--- src/hw/rtl/lfbb_pkg.sv ---
// ---------------------------------------------------------------------------
// lfbb_pkg: shared definitions for the link failure backoff breaker
// Types, codes, reset values and small arithmetic helpers used by the block.
// ---------------------------------------------------------------------------
`default_nettype none

package lfbb_pkg;

	// Field widths.
	localparam int unsigned MODE_W    = 2;
	localparam int unsigned TIME_W    = 32;
	localparam int unsigned STATUS_W  = 8;
	localparam int unsigned JIT_W     = 9;
	localparam int unsigned LIMIT_W   = 4;
	localparam int unsigned BACKOFF_W = 15;
	localparam int unsigned RUN_W     = 5;
	localparam int unsigned CFG_IDX_W = 2;
	localparam int unsigned CFG_DAT_W = 15;

	// Only the low JITTER_BITS bits of the jitter input are used.
	localparam int unsigned JITTER_BITS = 9;
	localparam logic [BACKOFF_W:0] JITTER_MASK = (BACKOFF_W + 1)'((1 << JITTER_BITS) - 1);

	// Request modes.
	localparam logic [MODE_W-1:0] MODE_GATE   = 2'd0;
	localparam logic [MODE_W-1:0] MODE_REPORT = 2'd1;
	localparam logic [MODE_W-1:0] MODE_CLEAR  = 2'd2;

	// Configuration register indexes.
	localparam logic [CFG_IDX_W-1:0] CFG_FAIL_LIMIT  = 2'd0;
	localparam logic [CFG_IDX_W-1:0] CFG_INIT_BACKOFF = 2'd1;
	localparam logic [CFG_IDX_W-1:0] CFG_MAX_BACKOFF = 2'd2;

	// Reset values of the configuration registers.
	localparam logic [LIMIT_W-1:0]   FAIL_LIMIT_RST   = 4'd3;
	localparam logic [BACKOFF_W-1:0] INIT_BACKOFF_RST = 15'd100;
	localparam logic [BACKOFF_W-1:0] MAX_BACKOFF_RST  = 15'd20000;

	// Saturation limits and the refusal code.
	localparam logic [BACKOFF_W-1:0] BACKOFF_LIMIT = '1;
	localparam logic [RUN_W-1:0]     RUN_LIMIT     = '1;
	localparam logic [STATUS_W-1:0]  REFUSED_CODE  = 8'hFF;
	localparam logic [STATUS_W-1:0]  STATUS_OK     = 8'h00;

	// Reciprocal of three for a 17-bit right shift; exact for 16-bit inputs.
	localparam logic [16:0] RECIP3 = 17'd43691;

	typedef struct packed {
		logic [LIMIT_W-1:0]   fail_limit;
		logic [BACKOFF_W-1:0] initial_backoff_ms;
		logic [BACKOFF_W-1:0] max_backoff_ms;
	} cfg_t;

	typedef struct packed {
		logic [MODE_W-1:0]   mode;
		logic [TIME_W-1:0]   now_ms;
		logic [STATUS_W-1:0] bus_status;
		logic [JIT_W-1:0]    jitter_ms;
	} item_t;

	typedef struct packed {
		logic                permitted;
		logic [STATUS_W-1:0] status_out;
		logic                online;
		logic                stable;
	} result_t;

	// Division by three through multiplication by the reciprocal.
	function automatic logic [BACKOFF_W-1:0] div3(input logic [BACKOFF_W-1:0] x);
		logic [31:0] prod;
		prod = 32'(x) * 32'(RECIP3);
		return BACKOFF_W'(prod >> 17);
	endfunction

endpackage

`default_nettype wire

--- src/hw/rtl/lfbb_cfg.sv ---
// ---------------------------------------------------------------------------
// lfbb_cfg: configuration registers
// Holds the failure limit and the two backoff settings, written by index.
// ---------------------------------------------------------------------------
`default_nettype none

module lfbb_cfg (
	input  wire logic                              clk,
	input  wire logic                              arst_n,
	input  wire logic                              cfg_we,
	input  wire logic [lfbb_pkg::CFG_IDX_W-1:0]    cfg_index,
	input  wire logic [lfbb_pkg::CFG_DAT_W-1:0]    cfg_data,
	output lfbb_pkg::cfg_t                         cfg
);

	lfbb_pkg::cfg_t cfg_q;

	// Register writes; an index outside the list is ignored.
	always_ff @(posedge clk or negedge arst_n) begin
		if (!arst_n) begin
			cfg_q.fail_limit         <= lfbb_pkg::FAIL_LIMIT_RST;
			cfg_q.initial_backoff_ms <= lfbb_pkg::INIT_BACKOFF_RST;
			cfg_q.max_backoff_ms     <= lfbb_pkg::MAX_BACKOFF_RST;
		end else if (cfg_we) begin
			case (cfg_index)
				lfbb_pkg::CFG_FAIL_LIMIT: begin
					cfg_q.fail_limit <= cfg_data[lfbb_pkg::LIMIT_W-1:0];
				end
				lfbb_pkg::CFG_INIT_BACKOFF: begin
					cfg_q.initial_backoff_ms <= cfg_data[lfbb_pkg::BACKOFF_W-1:0];
				end
				lfbb_pkg::CFG_MAX_BACKOFF: begin
					cfg_q.max_backoff_ms <= cfg_data[lfbb_pkg::BACKOFF_W-1:0];
				end
				default: begin
				end
			endcase
		end
	end

	assign cfg = cfg_q;

endmodule

`default_nettype wire

--- src/hw/rtl/lfbb_health.sv ---
// ---------------------------------------------------------------------------
// lfbb_health: health state and per-request update
// Keeps the offline flag, failure run, backoff and last failure time, and
// works out the next state and the result of one request in a single pass.
// ---------------------------------------------------------------------------
`default_nettype none

module lfbb_health (
	input  wire logic              clk,
	input  wire logic              arst_n,
	input  wire logic              step,
	input  wire lfbb_pkg::item_t   item,
	input  wire lfbb_pkg::cfg_t    cfg,
	output lfbb_pkg::result_t      res
);

	logic                               offline_q;
	logic [lfbb_pkg::RUN_W-1:0]         fail_run_q;
	logic [lfbb_pkg::BACKOFF_W-1:0]     backoff_q;
	logic [lfbb_pkg::TIME_W-1:0]        last_fail_q;

	logic                               offline_d;
	logic [lfbb_pkg::RUN_W-1:0]         fail_run_d;
	logic [lfbb_pkg::BACKOFF_W-1:0]     backoff_d;
	logic [lfbb_pkg::TIME_W-1:0]        last_fail_d;

	logic [lfbb_pkg::BACKOFF_W:0]       grown;
	logic [lfbb_pkg::BACKOFF_W-1:0]     clamped;
	logic [lfbb_pkg::BACKOFF_W:0]       jittered;
	logic [lfbb_pkg::BACKOFF_W-1:0]     backoff_grown;
	logic [lfbb_pkg::RUN_W-1:0]         run_inc;
	logic                               over_limit;
	logic [lfbb_pkg::TIME_W-1:0]        elapsed;
	logic                               permit;
	logic                               failed;

	// Backoff growth while offline: add a third, clamp, add jitter, saturate.
	always_comb begin
		grown = {1'b0, backoff_q} + {1'b0, lfbb_pkg::div3(backoff_q)};
		if (grown > {1'b0, cfg.max_backoff_ms}) begin
			clamped = cfg.max_backoff_ms;
		end else begin
			clamped = grown[lfbb_pkg::BACKOFF_W-1:0];
		end
		jittered = {1'b0, clamped}
			+ ((lfbb_pkg::BACKOFF_W + 1)'(item.jitter_ms) & lfbb_pkg::JITTER_MASK);
		if (jittered > {1'b0, lfbb_pkg::BACKOFF_LIMIT}) begin
			backoff_grown = lfbb_pkg::BACKOFF_LIMIT;
		end else begin
			backoff_grown = jittered[lfbb_pkg::BACKOFF_W-1:0];
		end
	end

	// Run counter saturates; the old count is tested against the limit.
	assign run_inc    = (fail_run_q == lfbb_pkg::RUN_LIMIT) ? fail_run_q
		: fail_run_q + lfbb_pkg::RUN_W'(1);
	assign over_limit = fail_run_q > lfbb_pkg::RUN_W'(cfg.fail_limit);
	assign failed     = item.bus_status != lfbb_pkg::STATUS_OK;

	// Next state for the request.
	always_comb begin
		offline_d   = offline_q;
		fail_run_d  = fail_run_q;
		backoff_d   = backoff_q;
		last_fail_d = last_fail_q;
		case (item.mode)
			lfbb_pkg::MODE_REPORT: begin
				if (failed) begin
					last_fail_d = item.now_ms;
					if (offline_q) begin
						backoff_d = backoff_grown;
					end else begin
						fail_run_d = run_inc;
						if (over_limit) begin
							offline_d = 1'b1;
							backoff_d = cfg.initial_backoff_ms;
						end
					end
				end else if (fail_run_q != '0) begin
					fail_run_d = '0;
					offline_d  = 1'b0;
				end
			end
			lfbb_pkg::MODE_CLEAR: begin
				offline_d  = 1'b0;
				fail_run_d = '0;
			end
			default: begin
			end
		endcase
	end

	// Gate decision on the updated state, with wrapping elapsed time.
	assign elapsed = item.now_ms - last_fail_d;
	assign permit  = !offline_d || (elapsed > lfbb_pkg::TIME_W'(backoff_d));

	// Result fields.
	always_comb begin
		res.permitted = permit;
		res.online    = !offline_d;
		res.stable    = !offline_d && (fail_run_d == '0);
		case (item.mode)
			lfbb_pkg::MODE_REPORT: res.status_out = item.bus_status;
			lfbb_pkg::MODE_CLEAR:  res.status_out = lfbb_pkg::STATUS_OK;
			default:               res.status_out = permit ? lfbb_pkg::STATUS_OK
				: lfbb_pkg::REFUSED_CODE;
		endcase
	end

	// Health state registers, updated once per request.
	always_ff @(posedge clk or negedge arst_n) begin
		if (!arst_n) begin
			offline_q   <= 1'b0;
			fail_run_q  <= '0;
			backoff_q   <= lfbb_pkg::INIT_BACKOFF_RST;
			last_fail_q <= '0;
		end else if (step) begin
			offline_q   <= offline_d;
			fail_run_q  <= fail_run_d;
			backoff_q   <= backoff_d;
			last_fail_q <= last_fail_d;
		end
	end

	// An offline target always has a nonzero failure run behind it.
	a_offline_has_run: assert property (@(posedge clk) disable iff (!arst_n)
		offline_q |-> (fail_run_q != '0))
		else $error("offline with empty failure run");

	// A health reset leaves the target online with no failures.
	a_clear_online: assert property (@(posedge clk) disable iff (!arst_n)
		(step && item.mode == lfbb_pkg::MODE_CLEAR) |=> (!offline_q && fail_run_q == '0))
		else $error("health reset did not clear state");

	// A failure report stamps the time of the failure.
	a_fail_stamp: assert property (@(posedge clk) disable iff (!arst_n)
		(step && item.mode == lfbb_pkg::MODE_REPORT && failed)
		|=> (last_fail_q == $past(item.now_ms)))
		else $error("failure time not recorded");

endmodule

`default_nettype wire

--- src/hw/rtl/link_failure_backoff_breaker_core.sv ---
// ---------------------------------------------------------------------------
// link_failure_backoff_breaker_core: per-target bus health breaker
// Input register, health update and result register around one pass of logic.
// ---------------------------------------------------------------------------
// Use: each request on the input channel (in_valid / in_stall) is a gate
// query, a transfer outcome report or a health reset. Every request yields
// exactly one result on the output channel (out_valid / out_stall) carrying
// permitted, status_out, online and stable.
// Order: a request is accepted into the input register; when it moves on,
// it updates the health state and is written to the result register,
// which offers the result on the output channel.
// Throughput: one request per cycle while out_stall is low; the health
// update is a single pass of logic between the input register and the
// result register.
// Stalls: while out_stall holds a full result register, a request in the
// input register stays there and in_stall is raised; an empty input register
// still takes one more request. Nothing is lost or repeated.
// Reset: the configuration returns to its defaults (limit 3, initial backoff
// 100 ms, maximum 20000 ms), the target is online with no failures, and both
// channel registers are empty. Configuration writes (cfg_we, cfg_index,
// cfg_data) are taken at any edge, to be made while the block is idle.
// ---------------------------------------------------------------------------
`default_nettype none

module link_failure_backoff_breaker_core (
	input  wire logic                              clk,
	input  wire logic                              arst_n,
	// Configuration port.
	input  wire logic                              cfg_we,
	input  wire logic [lfbb_pkg::CFG_IDX_W-1:0]    cfg_index,
	input  wire logic [lfbb_pkg::CFG_DAT_W-1:0]    cfg_data,
	// Request channel.
	input  wire logic                              in_valid,
	output logic                                   in_stall,
	input  wire logic [lfbb_pkg::MODE_W-1:0]       mode,
	input  wire logic [lfbb_pkg::TIME_W-1:0]       now_ms,
	input  wire logic [lfbb_pkg::STATUS_W-1:0]     bus_status,
	input  wire logic [lfbb_pkg::JIT_W-1:0]        jitter_ms,
	// Result channel.
	output logic                                   out_valid,
	input  wire logic                              out_stall,
	output logic                                   permitted,
	output logic [lfbb_pkg::STATUS_W-1:0]          status_out,
	output logic                                   online,
	output logic                                   stable
);

	lfbb_pkg::cfg_t    cfg;
	lfbb_pkg::item_t   item_s1;
	logic              valid_s1;
	lfbb_pkg::result_t res;
	lfbb_pkg::result_t res_q;
	logic              out_valid_q;
	logic              advance;
	logic              in_take;

	lfbb_cfg u_cfg (
		.clk       (clk),
		.arst_n    (arst_n),
		.cfg_we    (cfg_we),
		.cfg_index (cfg_index),
		.cfg_data  (cfg_data),
		.cfg       (cfg)
	);

	// A held request moves on when the result register is free or draining.
	assign advance  = valid_s1 && (!out_valid_q || !out_stall);
	assign in_stall = valid_s1 && !advance;
	assign in_take  = in_valid && !in_stall;

	// Input register.
	always_ff @(posedge clk or negedge arst_n) begin
		if (!arst_n) begin
			valid_s1 <= 1'b0;
		end else if (in_take) begin
			valid_s1 <= 1'b1;
		end else if (advance) begin
			valid_s1 <= 1'b0;
		end
	end

	always_ff @(posedge clk) begin
		if (in_take) begin
			item_s1.mode       <= mode;
			item_s1.now_ms     <= now_ms;
			item_s1.bus_status <= bus_status;
			item_s1.jitter_ms  <= jitter_ms;
		end
	end

	lfbb_health u_health (
		.clk    (clk),
		.arst_n (arst_n),
		.step   (advance),
		.item   (item_s1),
		.cfg    (cfg),
		.res    (res)
	);

	// Result register.
	always_ff @(posedge clk or negedge arst_n) begin
		if (!arst_n) begin
			out_valid_q <= 1'b0;
		end else if (advance) begin
			out_valid_q <= 1'b1;
		end else if (!out_stall) begin
			out_valid_q <= 1'b0;
		end
	end

	always_ff @(posedge clk) begin
		if (advance) begin
			res_q <= res;
		end
	end

	assign out_valid  = out_valid_q;
	assign permitted  = res_q.permitted;
	assign status_out = res_q.status_out;
	assign online     = res_q.online;
	assign stable     = res_q.stable;

	// A request that moves on always lands in the result register.
	a_advance_fills: assert property (@(posedge clk) disable iff (!arst_n)
		advance |=> out_valid_q)
		else $error("advanced request produced no result");

	// A full, stalled result register holds back the input side.
	a_stall_backs_up: assert property (@(posedge clk) disable iff (!arst_n)
		(valid_s1 && out_valid_q && out_stall) |-> (in_stall && !advance))
		else $error("request advanced into a stalled result register");

endmodule

`default_nettype wire
--- config.mk ---
export PLATFORM = sky130hd
export DESIGN_NAME = link_failure_backoff_breaker_core
export DESIGN_NICKNAME = d
export VERILOG_FILES = /design/src/hw/rtl/lfbb_pkg.sv /design/src/hw/rtl/lfbb_cfg.sv /design/src/hw/rtl/lfbb_health.sv /design/src/hw/rtl/link_failure_backoff_breaker_core.sv
export SDC_FILE = /design/constraint.sdc
export NUM_CORES = 1
export LEC_CHECK = 0
export BUFFER_PORTS_ARGS = -buffer_cell sky130_fd_sc_hd__buf_2
export CAP_MARGIN = 10
export CELL_PAD_IN_SITES_DETAIL_PLACEMENT = 1
export CELL_PAD_IN_SITES_GLOBAL_PLACEMENT = 1
export CORE_ASPECT_RATIO = 2
export CORE_MARGIN = 2
export CORE_UTILIZATION = 40
export CTS_BUF_LIST = sky130_fd_sc_hd__clkbuf_4 sky130_fd_sc_hd__clkbuf_8
export CTS_CLUSTER_SIZE = 12
export DETAILED_ROUTE_END_ITERATION = 6
export GPL_TIMING_DRIVEN = 0
export PLACE_DENSITY = 0.76
export SLEW_MARGIN = 20
export SYNTH_ARGS = -nofsm -noshare
export SYNTH_HDL_FRONTEND = slang
export SYNTH_SLANG_ARGS = --single-unit
--- constraint.sdc ---
create_clock -name clk -period 36 [get_ports clk]
set_input_delay 3.6 -clock clk [delete_from_list [all_inputs] [get_ports clk]]
set_output_delay 3.6 -clock clk [all_outputs]
set_load 0.1 [all_outputs]
==> flow_summary.ini, run 1 <==
[clocking]
cts-hold-fix-buffers = 0
clockBufferDepth = 2
insertion_delay_ns = 0.49
postCtsSetupRepairBufs = 0
root_buffer = clkbuf_8
cts.sinks = 151
cts.clk_slew.worst_paths_ns = 0.08
cts_tree = yes
cts_resized = 0
numCtsBuffers = 17
cts_max_level = 4

[status]
outcome = completed

[placed_design]
port-buffer-count = 85
dpl.hpwl_mm = 35.5
place.gp.congestion = 0.931

[synthesis]
yosys-top-cells-area = ha_1, dfrtp_1, edfxtp_1
synth_area_um2 = 14100
synth_edf_count = 62
syn_nets = 1782
synth_ff_type = dfrtp_1
synth_top_cell_area_share_pct = 17.9
avgSynthCellArea_um2 = 9.73
synth-seq-cells = 151
ys_async_sr_fraction_pct = 58.9
seq_area_frac_synth_pct = 29.2
synth_common_cells = ha_1, inv_1, nand2_1
synth_top_cell_by_area = ha_1
synth.most_common_cell = ha_1
synth_cell_types = 78
syn_inst = 1447
ys_warn_count = 0

[sta]
finalHoldViolCount = 0
finalClockSkew_ns = 0.0121
fin_crit_sh_pct = 47.7
min_period_ns = 17.18
finalSetupViolCount = 0
tightest_slew_ns = 1.14
final.setup.tns_ns = 0
slew-limit-headroom_pct = 23.3
final_max_slew_viol_count = 0
fmax_mhz = 58.2
rsz0062_at_grt = false

[global_routing]
grt_pass1_wl_mm = 68.1
globalRouteOverflowTotal = 0
use_met2_pct = 48.3
grtUsageMet3_pct = 2.48
grt_pass1_vias = 13200
grt_max_degree = 74
antenna_found_initial = 1
groute.usage.overall_pct = 24.3
use_met1_pct = 21.1
grt.busiest_layer = met2

[critical_path]
criticalPathCategory = flip-flop to flip-flop
crit_arrival_ns = 17.48
critical_path.slowest_cell = nor3_1
path_buf_inv = 7
path_delay_family = compound AO/OA/AOI/OAI gates
crit_fanout = 10
cpPeakStageDelay_ns = 0.94
worstSetupEndpointType = flip-flop
crit_required_ns = 36.30
crit_path_start_kind = flip-flop
crit_top_cell = ha_1

[routing]
via_count = 11700
ant_nets = 0
drc = 0
wl_mm = 42.8
wl_per_cell_um = 21.3
firstDrtPassIters = 4
drt_iter0_markers = 342
via_per_inst = 5.83

[job]
maxCapViolations = 0

[layout]
finalNetCount = 1887
syn2layout_area_growth_pct = 9.99
drive_gt1_share_pct = 11.8

[floorplan]
io_pins = 86
num_rows = 97
core_area_um2 = 34800
dieWidth_um = 137
fp.dieArea_um2 = 36800
start_util_pct = 40.4
die-height_um = 269

[hold_path]
hold_class = flip-flop to flip-flop
[path summary, 6_finish.rpt]
kind / from / slack (ns) / cells past startpoint / end
min in group asynchronous: arst_n / 2.93 / 1 / u_cfg.cfg[23]$_DFFE_PN0P_
worst max-delay path: u_health.backoff_q[5]$_DFFE_PN1P_ / 18.82 / 54 / status_out[4]$_DFFE_PP_
worst min register to register: u_health.last_fail_q[24]$_DFFE_PN0P_ / 0.49 / 2 / u_health.last_fail_q[24]$_DFFE_PN0P_
worst max register to register: u_health.backoff_q[5]$_DFFE_PN1P_ / 18.82 / 54 / status_out[4]$_DFFE_PP_
max in group asynchronous: arst_n / 32.38 / 2 / u_health.backoff_q[5]$_DFFE_PN1P_
worst min-delay path: u_health.last_fail_q[24]$_DFFE_PN0P_ / 0.49 / 2 / u_health.last_fail_q[24]$_DFFE_PN0P_
[placed cells by master (no fill, tap or decap), types with 35 or more instances in the layout]
cell type / synthesis / routed
dfrtp_1: 76 / 76
nand2_1: 118 / 118
a21o_1: 35 / 35
buf_2: 1 / 85
ha_1: 201 / 201
inv_1: 127 / 127
mux2_2: 38 / 38
mux2i_1: 38 / 38
fa_1: 61 / 61
o21ai_0: 94 / 94
a21oi_1: 83 / 83
xnor2_1: 43 / 43
edfxtp_1: 62 / 62
nor2_1: 63 / 63
clkbuf_1: 40 / 40
[through the flow]
stage	area, um2	instances	setup WS [ns]	hold WS, ns	util (%)
floorplan	14100	1447	22.89	0.446	-
global placement	15100	1977	19.24	0.462	43.2
detailed placement	15100	1978	18.89	0.470	43.3
CTS	15500	2010	18.85	0.490	44.4
global route	15500	2011	17.83	0.519	44.5
finish	15500	2011	18.82	0.487	44.5
[final cells by class]
type	count	area, um2
antenna	1	2.50
buffer	47	185
clock buffer	23	298
clock inverter	9	87.6
fill	3977	19300
inverter	127	477
multi-input combinational	1122	9310
sequential	151	4110
tap	445	557
timing repair buffer	86	459
[sequential cells by signal, indices dropped and copies added, names as in the netlist, 5 cells and up]
name                  flops
status_out                8
u_health.fail_run_q       5
u_health.backoff_q       15
u_health.last_fail_q     32
item_s1                  51
u_cfg.cfg                34
[cells by family (layout without fill, tap and decap cells)]
group,Yosys count,after routing,synth area share [%]
XOR/XNOR,62,62,3.86
other,0,1,0
AO/OA/AOI/OAI,376,376,17.7
AND/OR/NAND/NOR,346,346,12.3
multiplexers,76,76,5.74
adder cells (fa/ha/maj),262,262,26.5
buffers and inverters,174,292,4.70
flip-flops,151,151,29.2
[worst register-to-register path: cells and delay by family, from the launching register on]
kind	cells	cell delay [ns]
simple gates	12	3.24
buf+inv	7	1.40
flops	1	0.72
fa+ha+maj	11	3.88
mux	1	0.44
compound gates	23	7.31
[routing by layer]
metal / vias up / wire [um] / part of all wire [%]
met1: 5858 / 13400 / 31
li1: 5487 / - / -
met2: 224 / 25000 / 58
met3: 147 / 814 / 1.9
met4: 0 / 3560 / 8.3
met5: - / 0 / 0
Power of run 1 is left out: the tool's default activity adds up to more than one toggle a clock period on the data nets, which glitch-free logic cannot reach.
==> inputs of run 2 (changes only) <==
- ABC_AREA: not set -> 1
- PLACE_DENSITY: 0.76 -> 0.81
- clock period: 36 -> 14.4 ns (I/O delays scaled with it)
==> flow_summary.ini, run 2 <==
[sta]
finalSetupViolCount = 0
final_max_slew_viol_count = 0
final.setup.tns_ns = 0
fmax_mhz = 74.8
finalClockSkew_ns = 0.0192
slew-limit-headroom_pct = 31.3
tightest_slew_ns = 1.02
min_period_ns = 13.37
finalHoldViolCount = 0
fin_crit_sh_pct = 92.8

[synthesis]
seq_area_frac_synth_pct = 28.0
synth.most_common_cell = nand2_1
synth_top_cell_area_share_pct = 17.2
syn_inst = 1835
synth_ff_type = dfrtp_1
synth_cell_types = 55
ys_warn_count = 0
synth-seq-cells = 151
avgSynthCellArea_um2 = 7.98
syn_nets = 2170
synth_area_um2 = 14600
synth_common_cells = nand2_1, inv_1, ha_1
synth_top_cell_by_area = ha_1
ys_async_sr_fraction_pct = 58.9
synth_edf_count = 62
yosys-top-cells-area = ha_1, dfrtp_1, edfxtp_1

[global_routing]
globalRouteOverflowTotal = 0
grt_max_degree = 52
antenna_found_initial = 1
grt_pass1_wl_mm = 76.8
groute.usage.overall_pct = 26.0
grt_pass1_vias = 14900

[critical_path]
crit_fanout = 10
path_delay_family = adder cells
criticalPathCategory = flip-flop to flip-flop
r2r.worst_path.cells = 69
r2r_start = u_health.backoff_q[5]$_DFFE_PN1P_
crit_required_ns = 14.64
path_buf_inv = 12
startpoint = u_health.backoff_q[5]$_DFFE_PN1P_
worstSetupEndpointType = flip-flop
crit_arrival_ns = 13.60
r2r_setup_slack_ns = 1.03
crit_top_cell = nand2_1
critical_path.slowest_cell = dfstp_4
crit_path_start_kind = flip-flop
rr_endpoint = permitted$_DFFE_PP_
cpPeakStageDelay_ns = 0.74

[layout]
multi_input_area_um2 = 9430
final_area_um2 = 16100
seq_area_um2 = 4110
layout_commonest_cell = nand2_1
syn2layout_area_growth_pct = 9.95
finalNetCount = 2276
final_cell_mix = nand2_1, inv_1, ha_1
drive_gt1_share_pct = 9.67
fillCellCount = 4516
top_register = item_s1
largest_reg_flops = 51

[hold_path]
holdPathStages = 2
hold_class = flip-flop to flip-flop
holdCritStartpoint = u_health.last_fail_q[18]$_DFFE_PN0P_
worstHoldEndpoint = u_health.last_fail_q[18]$_DFFE_PN0P_

[placed_design]
port-buffer-count = 85
place.gp.congestion = 0.963
placed_area_um2 = 15700
dpl.hpwl_mm = 41.5

[routing]
wl_per_cell_um = 20.2
drt_iter0_markers = 405
via_count = 13300
drc = 0
firstDrtPassIters = 5
wl_mm = 48.6
ant_nets = 0
via_per_inst = 5.52

[floorplan]
core_area_um2 = 36300
io_pins = 86
die-height_um = 275
dieWidth_um = 139
start_util_pct = 40.3
num_rows = 99
fp.dieArea_um2 = 38200

[clocking]
cts_resized = 0
cts_tree = yes
cts-hold-fix-buffers = 0
cts_max_level = 4
root_buffer = clkbuf_8
numCtsBuffers = 17
postCtsSetupRepairBufs = 0
insertion_delay_ns = 0.51
cts.sinks = 151
cts.clk_slew.worst_paths_ns = 0.09
clockBufferDepth = 2

[job]
maxCapViolations = 0

[status]
outcome = completed
[run 2: per-stage QoR]
stage	util (%)	setup WS, ns	hold WS [ns]	instances
2_1_floorplan	-	3.39	0.446	1835
3_3_place_gp	43.1	0.910	0.461	2374
3_5_place_dp	43.2	0.571	0.476	2376
4_1_cts	44.2	0.549	0.497	2408
5_1_grt	44.4	-0.0110	0.520	2409
6_report	44.4	1.03	0.495	2409
[run 2: final cells by class]
class,instances,area share (%)
Inverter,268,6.25
Sequential cell,151,25.6
Multi-Input combinational cell,1382,58.5
Buffer,34,0.940
Clock buffer,17,1.45
Tap cell,454,3.53
Timing Repair Buffer,87,2.98
Clock inverter,15,0.746
Antenna cell,1,0.0155
[run 2: worst register-to-register path, delay by kind of cell, from the launching register on]
kind                       cells  cell delay (ns)
adders and majority gates     11             4.39
and+or+nand+nor               32             4.06
AOI/OAI and AO/OA             12             1.93
buffers and inverters         12             1.58
DFF                            1             0.74
xor gates and xnor gates       2             0.43
[run 2: per-layer routing]
| metal | wire (um) | global-route usage [%] | vias up |
|---|---|---|---|
| li1 | - | - | 6275 |
| met1 | 14300 | 20.5 | 6471 |
| met2 | 27800 | 52.5 | 318 |
| met3 | 1080 | 3.06 | 224 |
| met4 | 5360 | 25.3 | 0 |
| met5 | 0 | 0 | - |
[run 2: logic make-up (layout without fill, tap and decap cells)]
kind of cell / count (synthesis) / count (layout) / synth area share (%)
simple gates: 727 / 727 / 21.3
compound gates: 304 / 304 / 11.7
buf+inv: 302 / 421 / 7.90
fa+ha+maj: 262 / 262 / 25.5
flops: 151 / 151 / 28.0
xor+xnor: 60 / 60 / 3.59
mux: 29 / 29 / 1.98
other cells: 0 / 1 / 0
[run 2: how the worst max path moves through the flow]
stage                          endpoint  slack [ns]  cells past startpoint
detailed placement  permitted$_DFFE_PP_        0.57                     65
global route        permitted$_DFFE_PP_       -0.01                     72
floorplan           permitted$_DFFE_PP_        3.39                     68
finish              permitted$_DFFE_PP_        1.03                     69
global placement    permitted$_DFFE_PP_        0.91                     67
CTS                 permitted$_DFFE_PP_        0.55                     65
Power of run 2 is left out for the same reason.
==> inputs of run 3 (changes only) <==
- ABC_AREA: 1 -> 0
- CTS_CLUSTER_DIAMETER: not set -> 60
- PLACE_DENSITY: 0.81 -> 0.78
==> flow_summary.ini, run 3 (synthesized netlist as in run 1, its figures left out) <==
[status]
outcome = completed

[routing]
firstDrtPassIters = 5
via_per_inst = 5.85
ant_nets = 0
wl_mm = 45.1
drc = 0
via_count = 12000
wl_per_cell_um = 22.0
drt_iter0_markers = 397

[global_routing]
groute.usage.overall_pct = 25.0
grt_pass1_vias = 13700
grt_max_degree = 73
antenna_found_initial = 2
globalRouteOverflowTotal = 0
grt_pass1_wl_mm = 70.6

[critical_path]
crit_path_start_kind = flip-flop
crit_arrival_ns = 14.22
criticalPathCategory = flip-flop to flip-flop
critical_path.slowest_cell = fa_1
crit_fanout = 10
path_delay_family = compound AO/OA/AOI/OAI gates
cpPeakStageDelay_ns = 0.57
path_buf_inv = 6
crit_required_ns = 14.63
worstSetupEndpointType = flip-flop

[clocking]
root_buffer = clkbuf_8
insertion_delay_ns = 0.49
cts.clk_slew.worst_paths_ns = 0.09
cts_max_level = 4
clockBufferDepth = 2
cts_tree = yes
cts-hold-fix-buffers = 0
numCtsBuffers = 17
cts.sinks = 151

[floorplan]
start_util_pct = 40.4
die-height_um = 269
core_area_um2 = 34800
fp.dieArea_um2 = 36800
io_pins = 86
num_rows = 97
dieWidth_um = 137

[layout]
top_register = item_s1
fin_util_pct = 46.6
fillCellCount = 3982
finalNetCount = 1927
final_cell_mix = ha_1, inv_1, nand2_1
syn2layout_area_growth_pct = 15.2
seq_area_um2 = 4120
multi_input_area_um2 = 9660
drive_gt1_share_pct = 18.1
largest_reg_flops = 51
layout_commonest_cell = ha_1

[hold_path]
hold_class = flip-flop to flip-flop

[placed_design]
port-buffer-count = 85
pre_cts_ws_ns = -2.58
dpl.hpwl_mm = 35.7
place.gp.congestion = 0.932

[sta]
finalSetupViolCount = 0
final_max_slew_viol_count = 0
fmax_mhz = 71.4
finalHoldViolCount = 0
finalClockSkew_ns = 0.0103
setup_slack_ns = 0.402
fin_crit_sh_pct = 97.2
tightest_slew_ns = 0.907
min_period_ns = 14.00
timing.hold.ws_ns = 0.493
slew-limit-headroom_pct = 39.5

[job]
maxCapViolations = 0
## run 3: changes by cell type in the layout (fill, tap and decap cells not counted), sizes merged, moves of 39 or more
cell   previous run  this run
buf              96       135
nand2           480       118
nor2            117        63
nand3            73        24
o21ai           136        97
inv             273       131
## run 3: area by class of cell
type	count	area share [%]
multi-input cells	1122	59.5
flip-flops and latches	151	25.4
repair buffers	127	4.83
well taps	445	3.43
inverters	127	2.94
clock buffers	19	1.61
plain buffers	46	1.18
clock inverters	13	1.03
diodes	1	0.0154
## run 3: final timing paths
check                                                         start                                  end  slack, ns  depth (start not counted)
min in group asynchronous                                    arst_n             u_cfg.cfg[8]$_DFFE_PN0P_       0.77                          1
max in group asynchronous                                    arst_n    u_health.backoff_q[8]$_DFFE_PN0P_      12.92                          2
worst min-delay path            u_health.last_fail_q[8]$_DFFE_PN0P_  u_health.last_fail_q[8]$_DFFE_PN0P_       0.49                          2
worst min register to register  u_health.last_fail_q[8]$_DFFE_PN0P_  u_health.last_fail_q[8]$_DFFE_PN0P_       0.49                          2
worst max register to register   u_health.backoff_q[14]$_DFFE_PN0P_                  permitted$_DFFE_PP_       0.40                         55
worst max-delay path             u_health.backoff_q[14]$_DFFE_PN0P_                  permitted$_DFFE_PP_       0.40                         55
## run 3: worst register-to-register path, delay by kind of cell, from the launching register on
kind | cells | cell delay [ns]
flops | 1 | 0.47
fa+ha+maj | 11 | 4.39
mux | 2 | 0.62
buf+inv | 6 | 0.78
compound gates | 20 | 4.46
xor+xnor | 1 | 0.17
simple gates | 15 | 2.88
## run 3: what timing repair did
item	4_1_cts	5_1_grt
pin swaps	10	30
endpoints found under the setup margin	9	9
hold endpoints to repair	0	0
gates cloned	0	0
setup buffers	20	21
resized for setup	55	41
## run 3: through the flow
step                      setup TNS [ns]  cell area (um2)  std cells
final                                  0            16200       2051
after global routing               -1.88            16200       2051
after CTS                              0            15900       2029
after detailed placement          -22.33            15100       1978
after global placement            -19.51            15100       1977
after floorplan                        0            14100       1447
## run 3: layer usage
| layer | part of all wire, % | global-route usage [%] | vias to the layer above |
|---|---|---|---|
| met5 | 0.018 | 0 | - |
| li1 | - | - | 5552 |
| met2 | 58 | 49.7 | 274 |
| met1 | 31 | 21.8 | 6011 |
| met4 | 8.4 | 18.3 | 2 |
| met3 | 2.4 | 2.90 | 157 |
Power of run 3 is left out for the same reason.
